==> config.mk <==
export PLATFORM = sky130hd
export DESIGN_NAME = servo_sweep_duty_controller_unit
export DESIGN_NICKNAME = d
export VERILOG_FILES = /design/src/rtl/ssdc_pkg.sv /design/src/rtl/servo_sweep_duty_controller_unit.sv /design/src/rtl/ssdc_div.sv /design/src/rtl/ssdc_dp.sv /design/src/rtl/ssdc_ctrl.sv
export SDC_FILE = /design/constraint.sdc
export NUM_CORES = 1
export LEC_CHECK = 0
export BUFFER_PORTS_ARGS = -buffer_cell sky130_fd_sc_hd__buf_2
export CORE_UTILIZATION = 40
export DETAILED_ROUTE_END_ITERATION = 8
export PLACE_DENSITY = 0.57
export SLEW_MARGIN = 20
export SYNTH_ARGS = -nofsm -noshare
export SYNTH_HDL_FRONTEND = slang
export SYNTH_SLANG_ARGS = --single-unit
==> constraint.sdc <==
create_clock -name clk_i -period 11.5 [get_ports clk_i]
set_input_delay 1.725 -clock clk_i [delete_from_list [all_inputs] [get_ports clk_i]]
set_output_delay 1.725 -clock clk_i [all_outputs]
set_load 0.02 [all_outputs]
==> src/rtl/ssdc_pkg.sv <==
package ssdc_pkg;

  localparam int unsigned AngleW     = 9;
  localparam int unsigned PulseW     = 13;
  localparam int unsigned DutyW      = 7;
  localparam int unsigned IvlW       = 14;
  localparam int unsigned PeriodW    = 16;
  localparam int unsigned DvdW       = 20;
  localparam int unsigned DivCntW    = 5;
  localparam int unsigned RecipW     = 18;
  localparam int unsigned RecipShift = 24;

  localparam logic [1:0] OP_MOVE  = 2'd0;
  localparam logic [1:0] OP_SWEEP = 2'd1;
  localparam logic [1:0] OP_TICK  = 2'd2;

  localparam logic [PeriodW-1:0] PERIOD_RESET = 16'd5000;
  localparam logic [AngleW-1:0]  ANGLE_RESET  = 9'd20;
  localparam logic [AngleW-1:0]  TURN_RESET   = 9'd360;
  localparam logic [AngleW-1:0]  ANGLE_MID    = 9'd90;
  localparam logic [PulseW-1:0]  PULSE_MID    = 13'd1500;
  // ceil(2^24 / 97): exact floor divide by 97 for any dividend below 2^24
  localparam logic [RecipW-1:0]  PULSE_RECIP  = 18'd172961;
  localparam logic [DutyW-1:0]   DUTY_MAX     = 7'd100;

  typedef struct packed {
    logic exec;       // apply the accepted item to the state
    logic cap_dvd;    // store the pulse dividend
    logic cap_pulse;  // store the pulse from the reciprocal product
    logic div_start;  // launch the duty divider
    logic cap_duty;   // store the duty from the quotient
  } dp_cmd_t;

  typedef struct packed {
    logic emit;       // the item at the input produces a result
    logic div_done;   // quotient is valid this cycle
  } dp_sts_t;

endpackage

==> src/rtl/servo_sweep_duty_controller_unit.sv <==
// Servo sweep duty controller. Items carry an opcode: move once, start sweep,
// or a one-millisecond tick. A move, and a tick on which a sweep step falls,
// produce one result (angle, pulse width in microseconds, duty percent); the
// other items produce none and are absorbed without leaving idle. For a
// result, the PDVD and PMUL states form the pulse width with a reciprocal
// multiply for the divide by 97, then a 20-bit restoring divider takes the
// duty over the PWM period at one quotient bit per cycle (load, run,
// capture) before out_valid_o. One item is in flight at a time; in_ready_o
// returns the cycle after the result is taken. Write the PWM period only
// while the block is idle.
module servo_sweep_duty_controller_unit (
  input  logic                         clk_i,
  input  logic                         rst_ni,
  input  logic                         cfg_we_i,
  input  logic [ssdc_pkg::PeriodW-1:0] cfg_data_i,
  input  logic                         in_valid_i,
  output logic                         in_ready_o,
  input  logic [1:0]                   opcode_i,
  input  logic [ssdc_pkg::AngleW-1:0]  target_degree_i,
  input  logic [ssdc_pkg::AngleW-1:0]  end_degree_i,
  input  logic [ssdc_pkg::IvlW-1:0]    step_interval_ms_i,
  output logic                         out_valid_o,
  input  logic                         out_ready_i,
  output logic [ssdc_pkg::AngleW-1:0]  angle_o,
  output logic [ssdc_pkg::PulseW-1:0]  pulse_us_o,
  output logic [ssdc_pkg::DutyW-1:0]   duty_percent_o
);
  import ssdc_pkg::*;

  dp_cmd_t cmd;
  dp_sts_t sts;

  ssdc_ctrl u_ctrl (
    .clk_i       (clk_i),
    .rst_ni      (rst_ni),
    .in_valid_i  (in_valid_i),
    .in_ready_o  (in_ready_o),
    .out_valid_o (out_valid_o),
    .out_ready_i (out_ready_i),
    .sts_i       (sts),
    .cmd_o       (cmd)
  );

  ssdc_dp u_dp (
    .clk_i              (clk_i),
    .rst_ni             (rst_ni),
    .cfg_we_i           (cfg_we_i),
    .cfg_data_i         (cfg_data_i),
    .opcode_i           (opcode_i),
    .target_degree_i    (target_degree_i),
    .end_degree_i       (end_degree_i),
    .step_interval_ms_i (step_interval_ms_i),
    .cmd_i              (cmd),
    .sts_o              (sts),
    .angle_o            (angle_o),
    .pulse_us_o         (pulse_us_o),
    .duty_percent_o     (duty_percent_o)
  );

endmodule

==> src/rtl/ssdc_div.sv <==
module ssdc_div (
  input  logic                        clk_i,
  input  logic                        rst_ni,
  input  logic                        start_i,
  input  logic [ssdc_pkg::DvdW-1:0]    dividend_i,
  input  logic [ssdc_pkg::PeriodW-1:0] divisor_i,
  output logic                        done_o,
  output logic [ssdc_pkg::DvdW-1:0]    quotient_o
);
  import ssdc_pkg::*;

  logic                run_q, run_d;
  logic                done_q, done_d;
  logic [DivCntW-1:0]  cnt_q, cnt_d;
  logic [DvdW-1:0]     dvd_q, dvd_d;
  logic [PeriodW-1:0]  rem_q, rem_d;
  logic [PeriodW-1:0]  dsr_q, dsr_d;
  logic [PeriodW:0]    rem_sh;
  logic                ge;

  assign rem_sh = {rem_q, dvd_q[DvdW-1]};
  assign ge     = rem_sh >= {1'b0, dsr_q};

  always_comb begin
    run_d  = run_q;
    done_d = 1'b0;
    cnt_d  = cnt_q;
    dvd_d  = dvd_q;
    rem_d  = rem_q;
    dsr_d  = dsr_q;
    if (start_i) begin
      run_d = 1'b1;
      cnt_d = '0;
      dvd_d = dividend_i;
      rem_d = '0;
      dsr_d = divisor_i;
    end else if (run_q) begin
      // one quotient bit per cycle, restoring
      rem_d = ge ? PeriodW'(rem_sh - {1'b0, dsr_q}) : rem_sh[PeriodW-1:0];
      dvd_d = {dvd_q[DvdW-2:0], ge};
      cnt_d = cnt_q + 1'b1;
      if (cnt_q == DivCntW'(DvdW - 1)) begin
        run_d  = 1'b0;
        done_d = 1'b1;
      end
    end
  end

  always_ff @(posedge clk_i or negedge rst_ni) begin
    if (!rst_ni) begin
      run_q  <= 1'b0;
      done_q <= 1'b0;
      cnt_q  <= '0;
    end else begin
      run_q  <= run_d;
      done_q <= done_d;
      cnt_q  <= cnt_d;
    end
  end

  always_ff @(posedge clk_i) begin
    dvd_q <= dvd_d;
    rem_q <= rem_d;
    dsr_q <= dsr_d;
  end

  assign done_o     = done_q;
  assign quotient_o = dvd_q;

endmodule

==> src/rtl/ssdc_dp.sv <==
module ssdc_dp (
  input  logic                         clk_i,
  input  logic                         rst_ni,
  input  logic                         cfg_we_i,
  input  logic [ssdc_pkg::PeriodW-1:0] cfg_data_i,
  input  logic [1:0]                   opcode_i,
  input  logic [ssdc_pkg::AngleW-1:0]  target_degree_i,
  input  logic [ssdc_pkg::AngleW-1:0]  end_degree_i,
  input  logic [ssdc_pkg::IvlW-1:0]    step_interval_ms_i,
  input  ssdc_pkg::dp_cmd_t            cmd_i,
  output ssdc_pkg::dp_sts_t            sts_o,
  output logic [ssdc_pkg::AngleW-1:0]  angle_o,
  output logic [ssdc_pkg::PulseW-1:0]  pulse_us_o,
  output logic [ssdc_pkg::DutyW-1:0]   duty_percent_o
);
  import ssdc_pkg::*;

  localparam int unsigned ProdW = RecipShift + PulseW;

  logic [PeriodW-1:0] period_q;
  logic [AngleW-1:0]  cur_q, cur_d;
  logic [AngleW-1:0]  turn_q, turn_d;
  logic               up_q, up_d;
  logic               run_q, run_d;
  logic [IvlW-1:0]    ivl_q, ivl_d;
  logic [IvlW-1:0]    ticks_q, ticks_d;
  logic [DvdW-1:0]    pdvd_q;
  logic [PulseW-1:0]  pulse_q;
  logic [DutyW-1:0]   duty_q;

  logic               step_due;
  logic               up_n;
  logic               below_mid;
  logic [AngleW-1:0]  diff;
  logic [DvdW-1:0]    dvd_pulse;
  logic [ProdW-1:0]   pprod;
  logic [PulseW-1:0]  poff;
  logic [DvdW-1:0]    dvd_duty;
  logic               div_done;
  logic [DvdW-1:0]    quot;

  assign step_due = run_q && (ticks_q <= IvlW'(1));
  assign sts_o.emit = (opcode_i == OP_MOVE) || ((opcode_i == OP_TICK) && step_due);
  assign sts_o.div_done = div_done;

  always_comb begin
    cur_d   = cur_q;
    turn_d  = turn_q;
    up_d    = up_q;
    run_d   = run_q;
    ivl_d   = ivl_q;
    ticks_d = ticks_q;
    up_n    = up_q;
    if (cur_q >= turn_q) begin
      up_n = 1'b0;
    end else if (cur_q == '0) begin
      up_n = 1'b1;
    end
    if (cmd_i.exec) begin
      case (opcode_i)
        OP_MOVE: begin
          run_d = 1'b0;
          cur_d = target_degree_i;
        end
        OP_SWEEP: begin
          turn_d  = end_degree_i;
          cur_d   = (target_degree_i > end_degree_i) ? end_degree_i : target_degree_i;
          ivl_d   = (step_interval_ms_i == '0) ? IvlW'(1) : step_interval_ms_i;
          ticks_d = IvlW'(1);
          run_d   = 1'b1;
        end
        OP_TICK: begin
          if (run_q) begin
            if (!step_due) begin
              ticks_d = ticks_q - 1'b1;
            end else begin
              ticks_d = ivl_q;
              // bounce between zero and the turning angle
              if (turn_q == '0) begin
                cur_d = '0;
                up_d  = 1'b0;
              end else begin
                up_d  = up_n;
                cur_d = up_n ? cur_q + 1'b1 : cur_q - 1'b1;
              end
            end
          end
        end
        default: begin
        end
      endcase
    end
  end

  // pulse: 1500 -/+ (|a-90| * 1000 / 97), offset rounded up below 90 degrees
  // and down above; the divide by 97 is a multiply by the scaled reciprocal
  assign below_mid = cur_q <= ANGLE_MID;
  assign diff      = below_mid ? ANGLE_MID - cur_q : cur_q - ANGLE_MID;
  assign dvd_pulse = DvdW'(diff) * DvdW'(1000) + (below_mid ? DvdW'(96) : DvdW'(0));
  assign pprod     = ProdW'(pdvd_q) * ProdW'(PULSE_RECIP);
  assign poff      = pprod[ProdW-1:RecipShift];
  assign dvd_duty  = DvdW'(pulse_q) * DvdW'(100);

  ssdc_div u_div (
    .clk_i      (clk_i),
    .rst_ni     (rst_ni),
    .start_i    (cmd_i.div_start),
    .dividend_i (dvd_duty),
    .divisor_i  (period_q),
    .done_o     (div_done),
    .quotient_o (quot)
  );

  always_ff @(posedge clk_i or negedge rst_ni) begin
    if (!rst_ni) begin
      period_q <= PERIOD_RESET;
      cur_q    <= ANGLE_RESET;
      turn_q   <= TURN_RESET;
      up_q     <= 1'b1;
      run_q    <= 1'b0;
      ivl_q    <= '0;
      ticks_q  <= '0;
    end else begin
      if (cfg_we_i) begin
        period_q <= cfg_data_i;
      end
      cur_q   <= cur_d;
      turn_q  <= turn_d;
      up_q    <= up_d;
      run_q   <= run_d;
      ivl_q   <= ivl_d;
      ticks_q <= ticks_d;
    end
  end

  // a zero period gives an all-ones quotient, which saturates like any overflow
  always_ff @(posedge clk_i) begin
    if (cmd_i.cap_dvd) begin
      pdvd_q <= dvd_pulse;
    end
    if (cmd_i.cap_pulse) begin
      pulse_q <= below_mid ? PULSE_MID - poff : PULSE_MID + poff;
    end
    if (cmd_i.cap_duty) begin
      duty_q <= (quot > DvdW'(DUTY_MAX)) ? DUTY_MAX : quot[DutyW-1:0];
    end
  end

  assign angle_o        = cur_q;
  assign pulse_us_o     = pulse_q;
  assign duty_percent_o = duty_q;

endmodule

==> src/rtl/ssdc_ctrl.sv <==
module ssdc_ctrl (
  input  logic              clk_i,
  input  logic              rst_ni,
  input  logic              in_valid_i,
  output logic              in_ready_o,
  output logic              out_valid_o,
  input  logic              out_ready_i,
  input  ssdc_pkg::dp_sts_t sts_i,
  output ssdc_pkg::dp_cmd_t cmd_o
);
  import ssdc_pkg::*;

  localparam logic [2:0] S_IDLE   = 3'd0;
  localparam logic [2:0] S_PDVD   = 3'd1;
  localparam logic [2:0] S_PMUL   = 3'd2;
  localparam logic [2:0] S_DSTART = 3'd3;
  localparam logic [2:0] S_DWAIT  = 3'd4;
  localparam logic [2:0] S_OUT    = 3'd5;

  logic [2:0] state_q, state_d;
  logic       accept;

  assign in_ready_o  = state_q == S_IDLE;
  assign out_valid_o = state_q == S_OUT;
  assign accept      = in_valid_i && in_ready_o;

  always_comb begin
    state_d         = state_q;
    cmd_o           = '0;
    cmd_o.exec      = accept;
    case (state_q)
      S_IDLE: begin
        if (accept && sts_i.emit) begin
          state_d = S_PDVD;
        end
      end
      S_PDVD: begin
        cmd_o.cap_dvd = 1'b1;
        state_d       = S_PMUL;
      end
      S_PMUL: begin
        cmd_o.cap_pulse = 1'b1;
        state_d         = S_DSTART;
      end
      S_DSTART: begin
        cmd_o.div_start = 1'b1;
        state_d         = S_DWAIT;
      end
      S_DWAIT: begin
        if (sts_i.div_done) begin
          cmd_o.cap_duty = 1'b1;
          state_d        = S_OUT;
        end
      end
      S_OUT: begin
        if (out_ready_i) begin
          state_d = S_IDLE;
        end
      end
      default: begin
        state_d = S_IDLE;
      end
    endcase
  end

  always_ff @(posedge clk_i or negedge rst_ni) begin
    if (!rst_ni) begin
      state_q <= S_IDLE;
    end else begin
      state_q <= state_d;
    end
  end

endmodule

==> metrics.txt, run 1 <==
outcome finished clean; Num CTS Buffers 17; worst reg2reg path depth 26; CP max-delay cell dfstp_2; Root Buffer clkbuf_16; Post-route DRC 0; Main synth FF type edfxtp_1; post-route setup TNS 0 ns; layout cell share with drive strength beyond 1 11.9%; number of synthesized flops with an enable pin 71; post-synthesis sequential area ratio 26.8%; placed cell count 2,230; Post-Synth Adder-Cell Area 35.0%; Post-synth ARST share 45.4%; crit path kind reg2reg; pre-CTS setup slack 4.25 ns; post-synthesis mux area share 3.15%; Hold Path Depth 0; DR iter-0 viols 458; XOR/XNOR Fraction of Synth Area 5.07%; final wirelength 33,800 um; initial antenna violation count 0; YS warnings 0; RSZ-0062 raised after global routing false; antenna-violating nets left 0; final net count 2,169; max incr delay on CP 0.62 ns; Tmin final 7.21 ns; CTS tree done; CTS Buffer Depth 2; WL per Instance 15.0 um; Post-Layout Cell Count 2,262; Ant. Diodes 0; total grt overflow 0; Core Box Area 0.0399 mm^2; die width 204 um; Post-Synthesis Net Count 2,098; Worst Path Required 11.68 ns; final hold viol count 0; DRT Pass-1 Iters 5; Pins Over Slew Limit 0; clock latency on the worst-skew pair 0.43 ns; clk_skew 0.0103 ns; simple-gate share of the synthesized area 9.67%; crit-path max FO 19; final worst slack 4.29 ns; Critical Path AT 7.39 ns; Min Hold Slack 0.446 ns; Yosys reg bits 163; Die Ht 204 um; mapped cell area 0.0163 mm^2; Post-CTS Repair Setup Buffers 0; final worst-path cycle share 62.7%; Site Rows 73; CTS resizes 0; Setup crit end kind register; placer congestion estimate 0.828; DR vias/cell 5.10; dpl hpwl 27,100 um; synth unique cells 81; vias in the first global route 11,500; CTS H-Tree Depth 4; Slew HR 30.2%; IO Count 86; die footprint 0.0415 mm^2; compound-gate portion of the synthesized area 12.8%; Startpoint Class register; Cells after Synth 1,653; GRT Util Overall 17.1%; # hold bufs at CTS 0; input/output buffers 85; CTS clk-pin slew, worst paths 0.07 ns; Post-Syn Area per Cell 9.83 um^2; Fillers 3,862; maxcap violations 0; main combinational cell family by area after synthesis adder cells; routed via count 11,500; clk sink count 163; first-pass GRT wire length 57,100 um; Worst Hold Class reg2reg; P&R area growth vs syn 9.82%; largest net degree at the start of global routing 75; Setup Viol. Count Final 0; fmax 139 MHz; Initial Util 40.7%; slew at the pin closest to its max-slew limit 1.05 ns
==> per-layer routing <==
| metal | up-vias | routed length [um] | global-route usage (%) |
|---|---|---|---|
| met1 | 5590 | 16800 | 23.6 |
| met5 | - | 0 | 0 |
| met4 | 0 | 338 | 3.25 |
| li1 | 5786 | - | - |
| met2 | 134 | 15700 | 28.4 |
| met3 | 22 | 965 | 2.64 |
==> cells in the mapped netlist, types with 28 or more instances <==
cell	instances	area share [%]
inv_1	285	6.6
ha_1	283	22
fa_1	107	13
o21ai_0	101	3.1
nand2_1	81	1.9
a21oi_1	77	2.4
nor2_1	77	1.8
edfxtp_1	71	13
dfrtp_1	62	9.5
xnor2_1	46	2.5
xor2_1	35	1.9
mux2_2	33	2.3
nand3_1	30	0.92
clkbuf_1	28	0.65
==> flip-flops by register name, indices dropped and copies added, names as in the netlist <==
signal,flops
u_dp.pulse_us_o,13
u_dp.pdvd_q,17
u_dp.angle_o,9
u_dp.u_div.dsr_q,16
u_dp.u_div.run_q,1
u_dp.turn_q,9
u_dp.up_q,1
u_dp.duty_percent_o,7
u_dp.ivl_q,14
u_dp.u_div.done_o,1
u_dp.ticks_q,14
u_dp.u_div.cnt_q,5
u_dp.u_div.rem_q,16
u_dp.u_div.quotient_o,20
u_dp.period_q,16
u_ctrl.state_q,3
u_dp.run_q,1
==> cell families after synthesis <==
logic type,count (synthesis)
XOR/XNOR,87
adder cells (fa/ha/maj),390
AND/OR/NAND/NOR,320
buffers and inverters,326
AO/OA/AOI/OAI,320
multiplexers,47
flip-flops,163
==> placed cells by master, fill, tap and decap left out, types with 15 or more instances in the layout <==
| cell type | n |
|---|---|
| dfxtp_1 | 18 |
| xor2_1 | 35 |
| dfrtp_1 | 61 |
| buf_2 | 84 |
| a21oi_1 | 77 |
| clkbuf_16 | 17 |
| xnor2_1 | 46 |
| inv_1 | 285 |
| nor2b_1 | 17 |
| mux2_2 | 33 |
| o21ai_0 | 101 |
| a21o_1 | 22 |
| fa_1 | 107 |
| nor2_1 | 77 |
| ha_1 | 283 |
| a211oi_1 | 15 |
| nand2_1 | 81 |
| nor3_1 | 21 |
| nand3_1 | 30 |
| edfxtp_1 | 71 |
==> metrics by stage <==
stage                     cell area (um^2)  utilization [%]
after floorplan                      16300                -
after global placement               17300             43.2
after detailed placement             17300             43.2
after CTS                            17900             44.7
after global routing                 17900             44.7
final                                17900             44.7
==> critical path, delay by kind of cell, from the launching register on <==
kind,cells,cell delay (ns)
buffers and inverters,5,0.94
adder cells (fa/ha/maj),6,2.51
AO/OA/AOI/OAI,9,1.84
flip-flops,1,0.62
AND/OR/NAND/NOR,4,0.62
XOR/XNOR,2,0.38
==> final timing paths <==
check                                 start             endpoint  slack (ns)
max                         u_dp.angle_o[2]      u_dp.pdvd_q[17]        4.29
min in group asynchronous            rst_ni     u_dp.period_q[1]        1.43
min                        u_dp.period_q[0]  u_dp.u_div.dsr_q[0]        0.45
max in group asynchronous            rst_ni     u_dp.u_div.run_q        9.38
min reg2reg                u_dp.period_q[0]  u_dp.u_div.dsr_q[0]        0.45
max reg2reg                 u_dp.angle_o[2]      u_dp.pdvd_q[17]        4.29
==> area by class of cell <==
| class | count | area (um^2) | area share (%) |
|---|---|---|---|
| clock buffers | 17 | 425 | 2.38 |
| flip-flops and latches | 163 | 4360 | 24.4 |
| well taps | 525 | 657 | 3.68 |
| multi-input cells | 1164 | 10700 | 59.8 |
| inverters | 286 | 1070 | 6.01 |
| repair buffers | 92 | 480 | 2.69 |
| clock inverters | 15 | 175 | 0.981 |
Power of run 1 is not shown: default switching activity piles up to over one toggle a cycle in this logic, so the estimate is an artifact.
==> inputs of run 2 (changes only) <==
Settings changed: ABC_AREA set to 1, PLACE_DENSITY 0.57 to 0.59.
Clock period 11.5 ns to 5.78 ns, I/O delays scaled along.
==> run 2 against run 1 <==
Compared with the run above:
- final cell count grew 30%
- critical path depth shrank 1
- wire length grew 20%
- via count grew 24%
- maximum frequency grew 27%
- critical path type unchanged
- largest cell class unchanged
==> metrics.txt, run 2 <==
outcome finished clean; Num CTS Buffers 17 (unchanged); CP Launch Point u_dp.angle_o[4]; crit-path max FO 5 (-14); number of synthesized flops with an enable pin 71 (unchanged); Post-Layout Cell Count 2,933 (+30%); final wirelength 40,600 um (+20%); Post-Synth Adder-Cell Area 32.2% (-2.7 points); Slew HR 38.6% (+8.4 points); post-synth top area share 20.1% (-1.7 points); Post-route DRC 0 (unchanged); Cells after Synth 2,165 (+31%); largest net degree at the start of global routing 75 (unchanged); post-synthesis mux area share 1.14% (-2.0 points); crit path kind reg2reg; layout cell share with drive strength beyond 1 16.7% (+4.9 points); simple-gate share of the synthesized area 18.9% (+9.2 points); P&R area growth vs syn 15.7%; post-synth top area cell ha_1; final worst-path cycle share 97.9% (+35 points); CTS tree done; Setup crit end kind register; CP endpoint u_dp.pdvd_q[18]; main combinational cell family by area after synthesis adder cells; Initial Util 40.7% (about the same); CP bufs+invs 5 (unchanged); Largest register FFs 20 (unchanged); Site Rows 76 (+4.1%); most common cell after layout, fill and taps aside nand2_1; # hold bufs at CTS 0 (unchanged); Main synth FF type edfxtp_1; die footprint 0.0449 mm^2 (+8.3%); worst reg2reg path depth 25 (-3.8%); placer congestion estimate 0.893 (+7.9%); synth unique cells 62 (-23%); mapped cell area 0.0176 mm^2 (+8.4%); IO Count 86 (unchanged); clock latency on the worst-skew pair 0.44 ns (about the same); Critical Path Most Common Cell fa_1; Post-Syn Area per Cell 8.14 um^2 (-17%); dpl hpwl 33,200 um (+23%); RSZ-0062 raised after global routing true; total grt overflow 0 (unchanged); final net count 2,780 (+28%); worst flop-to-flop path startpoint u_dp.angle_o[4]; CP delay by family, top adder cells; vias in the first global route 14,200 (+23%); r2r setup slk 0.12 ns (-4.17 ns); YS warnings 0 (unchanged); CTS clk-pin slew, worst paths 0.07 ns (about the same); first-pass GRT wire length 67,100 um (+18%); antenna-violating nets left 0 (unchanged); clk sink count 163 (unchanged); Post-synth ARST share 45.4% (unchanged); XOR/XNOR Fraction of Synth Area 3.28% (-1.8 points); most instantiated library cell after synthesis nand2_1; pre-CTS setup slack -0.0555 ns (-4.30 ns); Die Ht 212 um (+4.1%); DR iter-0 viols 668 (+46%); Startpoint Class register; GRT Util Overall 18.4% (+1.3 points); most frequent cells in the layout nand2_1, inv_1, ha_1; fmax 177 MHz (+27%); input/output buffers 85 (unchanged); DR vias/cell 4.87 (-4.5%); main area contributors after synthesis ha_1, fa_1, edfxtp_1, nand2_1, inv_1; Pins Over Slew Limit 0 (unchanged); Setup Viol. Count Final 0 (unchanged); die width 212 um (+4.1%); Yosys reg bits 163 (unchanged); Worst Hold Class in2async; placed cell count 2,865 (+28%); CTS Buffer Depth 2 (unchanged); CTS H-Tree Depth 4 (unchanged); Core Box Area 0.0433 mm^2 (+8.4%); compound-gate portion of the synthesized area 9.31% (-3.4 points); Critical Path AT 5.84 ns (-1.55 ns); CP max-delay cell dfstp_2; maxcap violations 0 (unchanged); slew at the pin closest to its max-slew limit 0.914 ns (-0.133 ns); WL per Instance 13.8 um (-7.4%); Tmin final 5.66 ns (-1.55 ns); Worst Path Required 5.97 ns (-5.71 ns); final hold viol count 0 (unchanged); Worst path depth 25 (-3.8%); final worst slack 0.122 ns (-4.17 ns); max incr delay on CP 0.58 ns (-0.04 ns); initial antenna violation count 0 (unchanged); Synth top cells by count nand2_1, inv_1, ha_1; routed via count 14,300 (+24%); R2R Path End u_dp.pdvd_q[18]; clk_skew 0.0135 ns (+0.00328 ns); Root Buffer clkbuf_16; post-synthesis sequential area ratio 24.7% (-2.1 points); Ant. Diodes 0 (unchanged); Post-Synthesis Net Count 2,610 (+24%); DRT Pass-1 Iters 5 (unchanged)
-- run 2: cell count changes in the layout (fill, tap and decap cells not counted), sizes merged, moves of 14 or more --
cell and delta:
xnor2 -23, nor2b -17, mux2 -16, nor2 +50, nand3 +38, inv +178
a21o -15, buf +80, a211oi -14, nand2b -14, nand2 +408, a21oi +26
-- run 2: final cells by class --
class / instances / area [um^2]
Fill cell: 4239 / 22900
Multi-Input combinational cell: 1522 / 11900
Sequential cell: 163 / 4360
Inverter: 459 / 1730
Timing Repair Buffer: 172 / 1100
Tap cell: 585 / 732
Clock buffer: 19 / 443
Clock inverter: 13 / 140
-- run 2: worst register-to-register path, stage by stage, from the launching register on --
cell and delay, ns:
dfstp_2 0.58, inv_2 0.07, nor4_4 0.22, nand4_1 0.23
nand2_4 0.18, nand2_2 0.07, o21ai_2 0.06, xor2_1 0.20
inv_2 0.10, fa_1 0.53, inv_1 0.05, fa_1 0.55
fa_1 0.42, fa_1 0.48, inv_1 0.06, ha_4 0.24
inv_6 0.08, o21ai_1 0.09, a21oi_2 0.18, nand2_2 0.10
a21oi_2 0.16, xor2_1 0.18, nand2_1 0.10, nor3_1 0.19
nand3_1 0.11, xor2_1 0.16
-- run 2: logic make-up (layout without fill, tap and decap cells) --
| kind of cell | Yosys count | count (layout) |
|---|---|---|
| adder cells (fa/ha/maj) | 390 | 390 |
| flip-flops | 163 | 163 |
| XOR/XNOR | 66 | 66 |
| buffers and inverters | 481 | 663 |
| multiplexers | 18 | 18 |
| AO/OA/AOI/OAI | 288 | 288 |
| AND/OR/NAND/NOR | 759 | 760 |
-- run 2: how the worst min path moves through the flow --
stage | to | slack [ns] | cells after the start | startpoint
floorplan | u_dp.u_div.dsr_q[0] | 0.42 | 0 | u_dp.period_q[0]
global placement | u_dp.u_div.dsr_q[11] | 0.43 | 0 | u_dp.period_q[11]
detailed placement | u_dp.u_div.dsr_q[11] | 0.43 | 0 | u_dp.period_q[11]
CTS | u_dp.u_div.dsr_q[11] | 0.45 | 0 | u_dp.period_q[11]
global route | u_dp.period_q[10] | 0.42 | 1 | rst_ni
finish | u_dp.period_q[10] | 0.38 | 1 | rst_ni
-- run 2: per-layer routing --
layer,wire [um],GRT usage (%)
met5,0,0
met4,587,4.82
met3,942,2.11
met2,20500,32.6
met1,18600,23.7
-- run 2: timing repair --
action                                 CTS  global route
gates cloned                             1             0
endpoints found under the hold margin    0             0
pin swaps                                4            45
buffers inserted                         3            31
resized for setup                        5           104
setup endpoints to repair                2            16
-- run 2: through the flow --
step	area, um^2	TNS (ns)	hold slack, ns	utilization [%]
after floorplan	17600	-0.0174	0.421	-
after global placement	19100	0	0.432	44.1
after detailed placement	19100	-0.0555	0.433	44.1
after CTS	19700	0	0.449	45.6
after global routing	20400	-0.230	0.422	47.1
final	20400	0	0.376	47.1
Power of run 2 is left out for the same reason.
